[config.mk]
export PLATFORM = sky130hd
export DESIGN_NAME = led_blink_breathe_controller_core
export DESIGN_NICKNAME = d
export VERILOG_FILES = /design/src/rtl/lbb_pkg.sv /design/src/rtl/lbb_lane.sv /design/src/rtl/led_blink_breathe_controller_core.sv
export SDC_FILE = /design/constraint.sdc
export NUM_CORES = 2
export LEC_CHECK = 0
export BUFFER_PORTS_ARGS = -buffer_cell sky130_fd_sc_hd__clkbuf_2
export CORE_MARGIN = 5
export CORE_UTILIZATION = 30
export DETAILED_ROUTE_END_ITERATION = 10
export PLACE_DENSITY = 0.49
export SLEW_MARGIN = 30
export SYNTH_ARGS = -nofsm -noshare
export SYNTH_HDL_FRONTEND = slang
export SYNTH_SLANG_ARGS = --single-unit
[constraint.sdc]
create_clock -name clk -period 10.83 [get_ports clk]
set_input_delay 1.6245 -clock clk [delete_from_list [all_inputs] [get_ports clk]]
set_output_delay 1.6245 -clock clk [all_outputs]
set_load 0.05 [all_outputs]
[src/rtl/lbb_pkg.sv]
package lbb_pkg;

  // field and state widths
  localparam int CH_W   = 3;
  localparam int OP_W   = 2;
  localparam int CNT_W  = 11;
  localparam int RAMP_W = 6;
  localparam int MODE_W = 4;
  localparam int MAX_CH = 8;

  // configuration register indexes
  localparam int CFG_IDX_W = 1;
  localparam logic [CFG_IDX_W-1:0] CFG_MODES  = 1'b0;
  localparam logic [CFG_IDX_W-1:0] CFG_ENABLE = 1'b1;

  // item opcodes, the unused code behaves as a plain tick
  typedef enum logic [OP_W-1:0] {
    OP_TICK = 2'd0,
    OP_ON   = 2'd1,
    OP_OFF  = 2'd2
  } op_t;

  // what one channel lane reports for the item that addresses it
  typedef struct packed {
    logic pin;
    logic sw_on;
  } lane_res_t;

  // mode codes beyond the table fall back to mode 0
  function automatic logic [MODE_W-1:0] mode_decode(input logic [MODE_W-1:0] m);
    logic [MODE_W-1:0] r;
    r = (m > 4'd8) ? 4'd0 : m;
    return r;
  endfunction

  // on-count of each blink mode
  function automatic logic [CNT_W-1:0] mode_on_cnt(input logic [MODE_W-1:0] m);
    logic [CNT_W-1:0] r;
    case (m)
      4'd1:    r = 11'd6;
      4'd2:    r = 11'd3;
      4'd3:    r = 11'd1;
      4'd4:    r = 11'd1;
      4'd5:    r = 11'd200;
      4'd6:    r = 11'd750;
      4'd7:    r = 11'd100;
      4'd8:    r = 11'd1;
      default: r = 11'd10;
    endcase
    return r;
  endfunction

  // off-count of each blink mode
  function automatic logic [CNT_W-1:0] mode_off_cnt(input logic [MODE_W-1:0] m);
    logic [CNT_W-1:0] r;
    case (m)
      4'd1:    r = 11'd4;
      4'd2:    r = 11'd7;
      4'd3:    r = 11'd9;
      4'd4:    r = 11'd19;
      4'd5:    r = 11'd200;
      4'd6:    r = 11'd750;
      4'd7:    r = 11'd1400;
      4'd8:    r = 11'd19;
      default: r = 11'd0;
    endcase
    return r;
  endfunction

endpackage

[src/rtl/lbb_lane.sv]
module lbb_lane #(
  parameter int RAMP_INTERVAL = 40,
  parameter int BREATHE_MODE  = 8
) (
  input  logic                        clk,
  input  logic                        rst_n,
  input  logic                        tick,
  input  lbb_pkg::op_t                opcode,
  input  logic [lbb_pkg::MODE_W-1:0]  mode,
  input  logic                        reload,
  input  logic [lbb_pkg::MODE_W-1:0]  reload_mode,
  output lbb_pkg::lane_res_t          res
);
  import lbb_pkg::*;

  localparam logic [RAMP_W:0]  RAMP_LIMIT = (RAMP_W+1)'(RAMP_INTERVAL);
  localparam logic [MODE_W-1:0] BREATHE   = MODE_W'(BREATHE_MODE);

  logic              sw_r, sw_nxt;
  logic [CNT_W-1:0]  phase_r, phase_nxt, phase_cur;
  logic [CNT_W-1:0]  on_r, on_nxt;
  logic [CNT_W-1:0]  off_r, off_nxt;
  logic [RAMP_W-1:0] ramp_r, ramp_nxt;
  logic              down_r, down_nxt;
  logic [CNT_W:0]    phase_inc;
  logic [CNT_W:0]    sum;
  logic [RAMP_W:0]   rc;
  logic [MODE_W-1:0] reload_dec;

  assign reload_dec = mode_decode(reload_mode);

  // opcode, pin level and phase advance
  always_comb begin
    sw_nxt    = sw_r;
    phase_cur = phase_r;
    case (opcode)
      OP_ON: begin
        phase_cur = '0;
        sw_nxt    = 1'b1;
      end
      OP_OFF: begin
        sw_nxt = 1'b0;
      end
      default: ;
    endcase
    res.pin   = sw_nxt && (phase_cur < on_r);
    res.sw_on = sw_nxt;
    phase_inc = {1'b0, phase_cur} + {{CNT_W{1'b0}}, 1'b1};
    sum       = {1'b0, on_r} + {1'b0, off_r};
    phase_nxt = (phase_inc >= sum) ? '0 : phase_inc[CNT_W-1:0];
  end

  // breathing ramp: shift the on/off split, reverse at either end
  always_comb begin
    on_nxt   = on_r;
    off_nxt  = off_r;
    ramp_nxt = ramp_r;
    down_nxt = down_r;
    rc       = {1'b0, ramp_r} + {{RAMP_W{1'b0}}, 1'b1};
    if (mode_decode(mode) == BREATHE) begin
      if (rc > RAMP_LIMIT) begin
        rc = '0;
        if (!down_r) begin
          if (off_r == '0) begin
            on_nxt   = sum[CNT_W-1:0];
            down_nxt = 1'b1;
          end else begin
            on_nxt  = on_r + 11'd1;
            off_nxt = off_r - 11'd1;
          end
        end else begin
          if (on_r == '0) begin
            off_nxt  = sum[CNT_W-1:0];
            down_nxt = 1'b0;
          end else begin
            on_nxt  = on_r - 11'd1;
            off_nxt = off_r + 11'd1;
          end
        end
      end
      ramp_nxt = rc[RAMP_W-1:0];
    end
  end

  // channel state
  always_ff @(posedge clk) begin
    if (!rst_n) begin
      sw_r    <= 1'b0;
      phase_r <= '0;
      on_r    <= mode_on_cnt(4'd0);
      off_r   <= mode_off_cnt(4'd0);
      ramp_r  <= '0;
      down_r  <= 1'b0;
    end else if (reload) begin
      on_r  <= mode_on_cnt(reload_dec);
      off_r <= mode_off_cnt(reload_dec);
    end else if (tick) begin
      sw_r    <= sw_nxt;
      phase_r <= phase_nxt;
      on_r    <= on_nxt;
      off_r   <= off_nxt;
      ramp_r  <= ramp_nxt;
      down_r  <= down_nxt;
    end
  end

endmodule

[src/rtl/led_blink_breathe_controller_core.sv]
// each input transfer's result is registered and appears on the out channel next cycle
// throughput: one item per cycle unless the out channel stalls; each item updates at most
// one lane in one pass of compare, increment and clamp logic before the result register
// reset: synchronous, active low; all channels off, phase and ramp zero,
// counts of mode 0, mode and enable registers zero
module led_blink_breathe_controller_core #(
  parameter int CHANNELS      = 8,
  parameter int RAMP_INTERVAL = 40,
  parameter int BREATHE_MODE  = 8
) (
  input  logic                           clk,
  input  logic                           rst_n,
  input  logic                           cfg_we,
  input  logic [lbb_pkg::CFG_IDX_W-1:0]  cfg_index,
  input  logic [31:0]                    cfg_wdata,
  input  logic                           in_tvalid,
  output logic                           in_tready,
  input  logic [7:0]                     in_tdata,   // opcode[1:0], channel[4:2], zero pad
  output logic                           out_tvalid,
  input  logic                           out_tready,
  output logic [7:0]                     out_tdata   // channel_out[2:0], pin_level[3],
                                                     // logical_on[4], accepted[5], zero pad
);
  import lbb_pkg::*;

  localparam logic [CH_W:0] CH_LIMIT = (CH_W+1)'(CHANNELS);

  logic [31:0]        modes_r;
  logic [MAX_CH-1:0]  enable_r;
  logic               accept;
  logic               enabled;
  op_t                opcode;
  logic [CH_W-1:0]    chan;
  logic               reload;
  lane_res_t          lane_res [CHANNELS];
  lane_res_t          sel_res;

  logic               out_valid_r;
  logic [CH_W-1:0]    out_chan_r;
  logic               out_pin_r;
  logic               out_on_r;
  logic               out_acc_r;

  assign opcode  = op_t'(in_tdata[1:0]);
  assign chan    = in_tdata[4:2];
  assign in_tready = !out_valid_r || out_tready;
  assign accept  = in_tvalid && in_tready;
  assign enabled = ({1'b0, chan} < CH_LIMIT) && enable_r[chan];
  assign reload  = cfg_we && (cfg_index == CFG_MODES);

  // configuration registers
  always_ff @(posedge clk) begin
    if (!rst_n) begin
      modes_r  <= '0;
      enable_r <= '0;
    end else if (cfg_we) begin
      case (cfg_index)
        CFG_MODES:  modes_r  <= cfg_wdata;
        CFG_ENABLE: enable_r <= cfg_wdata[MAX_CH-1:0];
        default: ;
      endcase
    end
  end

  // one lane per channel
  for (genvar g = 0; g < CHANNELS; g++) begin : g_lane
    lbb_lane #(
      .RAMP_INTERVAL (RAMP_INTERVAL),
      .BREATHE_MODE  (BREATHE_MODE)
    ) u_lane (
      .clk         (clk),
      .rst_n       (rst_n),
      .tick        (accept && enabled && (chan == CH_W'(g))),
      .opcode      (opcode),
      .mode        (modes_r[g*MODE_W +: MODE_W]),
      .reload      (reload),
      .reload_mode (cfg_wdata[g*MODE_W +: MODE_W]),
      .res         (lane_res[g])
    );
  end

  // pick the addressed lane's result
  always_comb begin
    sel_res = '0;
    for (int i = 0; i < CHANNELS; i++) begin
      if (chan == CH_W'(i)) begin
        sel_res = lane_res[i];
      end
    end
  end

  // result register
  always_ff @(posedge clk) begin
    if (!rst_n) begin
      out_valid_r <= 1'b0;
    end else if (accept) begin
      out_valid_r <= 1'b1;
    end else if (out_tready) begin
      out_valid_r <= 1'b0;
    end
  end

  always_ff @(posedge clk) begin
    if (accept) begin
      out_chan_r <= chan;
      out_pin_r  <= enabled && sel_res.pin;
      out_on_r   <= enabled && sel_res.sw_on;
      out_acc_r  <= enabled;
    end
  end

  assign out_tvalid = out_valid_r;
  assign out_tdata  = {2'b00, out_acc_r, out_on_r, out_pin_r, out_chan_r};

endmodule

# Word level (Yosys, flattened, before mapping)
# Memories as Yosys holds them, arrays and structs flattened.
# Index checks and enable logic that the tools add are counted.
[totals] memories=16 ff_bits=375 mem_bits_ro=2432
[classes] bitwise_logic=2 add_sub_neg=56 n_lt_le_gt_ge=41 mux=196 eq_ne=33 n_reduce_logical=107
[memory_table] name="(no name shown)" words=16 width=11 read_ports=1 rd_ports_with_merged_regs=0 wr=0 line="lbb_pkg.sv:56" text="case (m)"
[memory_table] name="(no name shown)" words=16 width=11 read_ports=1 rd_ports_with_merged_regs=0 wr=0 line="lbb_pkg.sv:56"
[memory_table] name="(no name shown)" words=16 width=11 read_ports=1 rd_ports_with_merged_regs=0 wr=0 line="lbb_pkg.sv:56"
[memory_table] name="(no name shown)" words=16 width=11 read_ports=1 rd_ports_with_merged_regs=0 wr=0 line="lbb_pkg.sv:56"
[memory_table] name="(no name shown)" words=16 width=11 read_ports=1 rd_ports_with_merged_regs=0 wr=0 line="lbb_pkg.sv:56"
[memory_table] name="(no name shown)" words=16 width=11 read_ports=1 rd_ports_with_merged_regs=0 wr=0 line="lbb_pkg.sv:56"
[memory_table] name="+10 memories"
[op_table] cell="$mux W11" n=128
[op_table] cell="$add A11 B1 Y11 const B" n=16
[op_table] cell="$logic_not A11 Y1" n=16
[op_table] cell="$sub A11 B1 Y11 const B" n=16
[op_table] cell="$add A11 B1 Y12 const B" n=8
[op_table] cell="$add A11 B11 Y12" n=8
[op_table] cell="$ge A12 B12 Y1" n=8
[op_table] cell="$reduce_and A4 Y1" n=24
[op_table] cell="$lt A11 B11 Y1" n=8
[op_table] cell="$gt A4 B4 Y1 const B" n=16
[op_table] cell="$mux W4" n=16
[op_table] cell="$add A6 B1 Y7 const B" n=8
[op_table] cell="$gt A7 B6 Y1 const B" n=8
[op_table] cell="$reduce_bool A2 Y1" n=25
[op_table] cell="$mux W6" n=8
[op_table] cell="$eq A4 B4 Y1 const B" n=8
[op_table] cell="$mux W1" n=27
[op_table] cell="$ne A3 B2 Y1 const B" n=8
[op_table] cell="$reduce_and A3 Y1" n=8
[op_table] cell="$logic_and A1 B1 Y1" n=21
[op_table] cell="$ne A3 B3 Y1 const B" n=7
[op_table] cell="$reduce_and A2 Y1" n=10
[op_table] cell="$mux W2" n=8
[op_table] cell="$pmux W1 S2" n=8
[op_table] cell="12 further kinds" n=17

# Depth between registers and ports, before layout
[depth] ltp_word=13 mapped_depth=21

# Hierarchy
# Synthesis repeated with hierarchy kept, for this count alone.
[unflattened] hier_cells=4958 area_unflattened_um2=37712.4
[modules_own_cells] module="lbb_lane (g_lane[1].u_lane ...)" area_each_um2=4493.1 cells_per_inst=592 instances=5 seq_area_each_um2=820.8
[modules_own_cells] module="lbb_lane (g_lane[0].u_lane)" area_each_um2=4535.6 cells_per_inst=605 instances=1 seq_area_each_um2=820.8
[modules_own_cells] module="lbb_lane (g_lane[7].u_lane)" area_each_um2=4398.0 cells_per_inst=591 instances=1 seq_area_each_um2=820.8
[modules_own_cells] module="lbb_lane (g_lane[3].u_lane)" area_each_um2=4201.5 cells_per_inst=573 instances=1 seq_area_each_um2=820.8
[modules_own_cells] module="led_blink_breathe_controller_core" area_each_um2=2112.0 cells_per_inst=229 instances=1 seq_area_each_um2=1001.0

# Least setup slack after synthesis
# No wires, ideal clock.
[synth_timing] path_type="input port to flip-flop" startpoint="in in_tdata[1]" endpoint="reg g_lane[7].u_lane.phase_r[0]" arrival_time_ps=5335 stages=18 slack_ps=5368 required_time_ps=10703 setup_ps=127 cell_sequence="inv_1 -> ha_1 -> clkbuf_1 -> clkbuf_1 -> clkbuf_1 -> clkbuf_1 -> nor2b_1 -> ha_1 -> nand3_1 -> nor2_1 -> and3_1 -> and3_1 -> xor2_1 -> ha_1 -> nand3_1 -> o41ai_1 -> nand2b_1 -> o21ai_0"
[synth_between] elab_chain_len=5
[synth_lines] item="start, declared" line="led_blink_breathe_controller_core.sv:18" text="input logic [7:0] in_tdata,"
[synth_lines] item="$eq A2 B1 Y1 *" line="lbb_lane.sv:36" text="case (opcode)"
[synth_lines] item="$mux W11 *" line="lbb_lane.sv:36"
[synth_lines] item="$add A11 B1 Y12 *" line="lbb_lane.sv:48" text="phase_inc = {1'b0, phase_cur} + {{CNT_W{1'b0}}, 1'b1};"
[synth_lines] item="$ge A12 B12 Y1" line="lbb_lane.sv:50" text="phase_nxt = (phase_inc >= sum) ? '0 : phase_inc[CNT_W-1:0];"
[synth_lines] item="$mux W11 *" line="lbb_lane.sv:50"
[synth_lines] item="end signal, assigned" line="lbb_lane.sv:99" text="phase_r <= phase_nxt;"
[synth_lines] item="end, declared" line="lbb_lane.sv:20" text="logic [CNT_W-1:0] phase_r, phase_nxt, phase_cur;"
# Mark *: on every way between the ends. The rest lies on a longest branch, timed or not.
# A chain may end at the register's enable or synchronous reset.

# Final worst setup path
[layout_timing] startpoint="in in_tdata[1]" endpoint="reg g_lane[1].u_lane.phase_r[0]"
[layout_between] elab_chain_len=5
[layout_lines] item="$eq A2 B1 Y1 *" line="lbb_lane.sv:36"
[layout_lines] item="$mux W11 *" line="lbb_lane.sv:36"
[layout_lines] item="$add A11 B1 Y12 *" line="lbb_lane.sv:48"
[layout_lines] item="$ge A12 B12 Y1" line="lbb_lane.sv:50"
[layout_lines] item="$mux W11 *" line="lbb_lane.sv:50"
[layout_lines] item="end signal, assigned" line="lbb_lane.sv:99"
[layout_lines] item="end, declared" line="lbb_lane.sv:20"
# Marks and branches as above.

==> impl_results.md <==
- Final Skew: 0.02594 ns
- # setup viols final: 0
- Worst Setup Start Kind: input port
- DP HPWL: 86900 um
- Final layout net count: 5149
- Post-Synth Simple-Gate Area: 0.2615
- Power Dens Cells: 110.4 nW/um^2
- NetSw: 1.407 mW
- I/O Pins: 56
- Switching share of total power: 0.3298
- Leading post-synthesis cells by cell area: dfxtp_1, ha_1, a21oi_1, nand2_1, nor2_1
- Tot GR Track Use: 0.1824
- Slew HR: 0.3521
- Worst skew pair latency: 0.65 ns
- Delay-heaviest family, CP: simple AND/OR/NAND/NOR gates
- Non-Filler Instances: 6315
- Clk buf depth: 3
- Yosys warns: 0
- Slowest CP cell: a21oi_2
- Async set-reset flop share out of synthesis: 0
- RSZ-0062 raised after global routing: no
- Slew Limit Fails: 0
- Via density: 5.592
- Most common cell in the netlist: a21oi_1
- Worst-path clk slew: 0.06 ns
- Commonest cells post-synth: a21oi_1, nand2_1, nor2_1, dfxtp_1, ha_1
- Start point of the critical path: in_tdata[1]
- Fin crit share: 0.4892
- Worst path most repeated cell: nor2b_1
- Placed cells: 6214
- Max-cap violation count: 0
- Htree depth: 2
- Yosys cell types: 97
- Post-synthesis adder-cell area fraction: 0.1290
- Gr ovfl total: 0
- Drt pass-1 iters: 6
- Worst vdd ir: 115.9 uV
- Setup tns final: 0 ns
- Synthesized area per cell: 7.254 um^2
- CP Cell Sequence: clkbuf_2 -> inv_1 -> ha_4 -> buf_12 -> nor2b_1 -> ha_1 -> nand3_1 -> nor4bb_1 -> nor2b_1 -> nand3_1 -> xor2_1 -> nor2_1 -> ha_1 -> a21oi_1 -> nor2b_1 -> or4_1 -> a21oi_2 -> nor2b_1 -> a21o_1
- Fmax: 188.8 MHz
- HP Start: modes_r[29]$_SDFFE_PN0P_
- Layout area overhead: 9.460%
- Pin count of the biggest net entering global routing: 110
- Vias in the first global route: 33110
- Worst path bufs/invs: 3
- Compound-cell area share of the yosys netlist: 0.2694
- HP Class: register to register
- Yosys top cell area share: 0.2093
- Post-Synth XOR/XNOR Area: 0.05459
- Worst Path Arrival: 5.87 ns
- Post-CTS Resized: 0
- Synth area leader: dfxtp_1
- Fin crit period: 5.298 ns
- Core footprint: 116500 um^2
- Iter 0 DRT Violations: 2843
- Clock Root Buffer: clkbuf_16
- CP required: 11.40 ns
- Postcts setup bufs: 0
- Die width: 353.0 um
- Mux cell area share after synthesis: 0.01443
- Synthesis-stage register bit count: 375
- Pre-CTS setup slack: 4.629 ns
- Site Rows: 125
- Largest family of logic cells by synthesized area: compound AO/OA/AOI/OAI gates
- Post-CTS Hold Fix Bufs: 0
- DRC Markers: 0
- Main synth FF type: dfxtp_1
- Post-synthesis sequential area ratio: 0.2144
- Filler cells: 12497
- Die Footprint: 124600 um^2
- Crit Path Category: input port to register
- Initial Util: 0.3029
- Cells after Synth: 4866
- Leakage: 15.09 nW
- Clk pwr share: 0.435
- Number of CTS-inserted buffers: 52
- Fin Hold WS: 0.4476 ns
- Initial antenna violation count: 3
- Reg-to-reg startpoint: g_lane[0].u_lane.off_r[1]$_SDFFE_PN0P_
- GPL Wtd Cong: 0.8679
- CTS tree: done
- Critical Path Fanout Max: 85
- Worst-Margin Slew: 0.9630 ns
- Reg2Reg Setup Slack: 6.29 ns
- Combinational cell fraction of total power: 0.213
- Worst Setup End Kind: register
- Mapped Area: 35300 um^2
- DRT Wirelength: 119100 um
- Max incr delay on CP: 0.46 ns
- Seq pwr share: 0.352
- Status: completed
- Routed wire per std cell: 18.86 um
- Share of cells above drive strength 1: 0.05516
- Cell-internal power: 2.858 mW
- Final WS setup: 5.532 ns
- Die height: 353.0 um
- TritonCTS Sinks: 375
- Post-synth EDFFs: 6
- DRT antenna net count: 0
- Final Hold Vio Count: 0
- First-pass GRT wire length: 188100 um
- Detailed-route via count: 35314
- Buffers on Ports: 50
power by group through the flow:
stage | combinational, mW | sequential, mW | clock (mW)
finish | 0.906 | 1.50 | 1.86
global route | 1.01 | 1.51 | 1.96
CTS | 0.899 | 1.50 | 1.92
detailed placement | 0.894 | 1.53 | 0
global placement | 0.889 | 1.53 | 0
floorplan | 0.669 | 1.49 | 0
tightest hold or removal path: cells and delay by family, from the launching register on:
family / cells / cell delay, ns
DFF: 1 / 0.30
AOI/OAI and AO/OA: 1 / 0.05
and+or+nand+nor: 1 / 0.05
final cells by class:
class | instances | area [um^2] | area share
Inverter | 250 | 945.9 | 0.02448
Clock inverter | 23 | 314.1 | 0.008128
Tap cell | 1524 | 1907 | 0.04935
Multi-Input combinational cell | 3977 | 25870 | 0.6695
Sequential cell | 375 | 7567 | 0.1958
Timing Repair Buffer | 88 | 550.5 | 0.01425
Antenna cell | 5 | 12.51 | 0.0003238
Clock buffer | 73 | 1471 | 0.03808
cells by family (layout without fill, tap and decap cells):
group / Yosys count / count (layout)
AOI/OAI and AO/OA: 1474 / 1474
xor gates and xnor gates: 220 / 220
adders and majority gates: 359 / 359
buffers and inverters: 515 / 434
DFF: 375 / 375
muxes: 50 / 50
other: 1 / 7
and+or+nand+nor: 1872 / 1872
metrics by stage:
stage | area [um^2] | power, mW | util
global placement | 36760 | 2.420 | 0.3155
floorplan | 35300 | 2.158 | -
global route | 38630 | 4.484 | 0.3315
CTS | 38590 | 4.315 | 0.3312
detailed placement | 36810 | 2.424 | 0.3159
finish | 38640 | 4.265 | 0.3316
cells in the final DEF (no fill, tap or decap), drive strengths merged, types with 55 or more instances in the layout:
cell,count
and3,84
xor2,116
nor2,450
a21o,55
nand2,457
o211ai,67
a31oi,58
nand3,218
a211oi,60
nand2b,62
ha,351
nor2b,154
nor4,59
nor3,178
dfxtp,369
xnor2,104
a22o,78
inv,253
clkbuf,122
o21ai,318
a21oi,481
worst paths after layout:
path,endpoint,cells after the start
setup reg to reg,g_lane[0].u_lane.phase_r[4]$_SDFFE_PN0P_,14
setup / recovery,g_lane[1].u_lane.phase_r[0]$_SDFFE_PN0P_,19
hold reg to reg,modes_r[29]$_SDFFE_PN0P_,2
hold / removal,modes_r[29]$_SDFFE_PN0P_,2
flip-flops by register name (all words and copies together) (netlist names):
register / count
g_lane.u_lane.off_r: 88
out_tvalid: 1
out_acc_r: 1
g_lane.u_lane.down_r: 8
out_pin_r: 1
enable_r: 8
g_lane.u_lane.sw_r: 8
g_lane.u_lane.ramp_r: 48
out_on_r: 1
g_lane.u_lane.phase_r: 88
g_lane.u_lane.on_r: 88
out_chan_r: 3
modes_r: 32
metal layers:
metal / up-vias / share of wire / GRT usage
met5: - / 0 / 0
met1: 16650 / 0.49 / 0.2636
met4: 0 / 0.024 / 0.04901
met3: 143 / 0.056 / 0.02684
li1: 17601 / - / -
met2: 920 / 0.43 / 0.2828
Power figures use the tool's default switching activity.
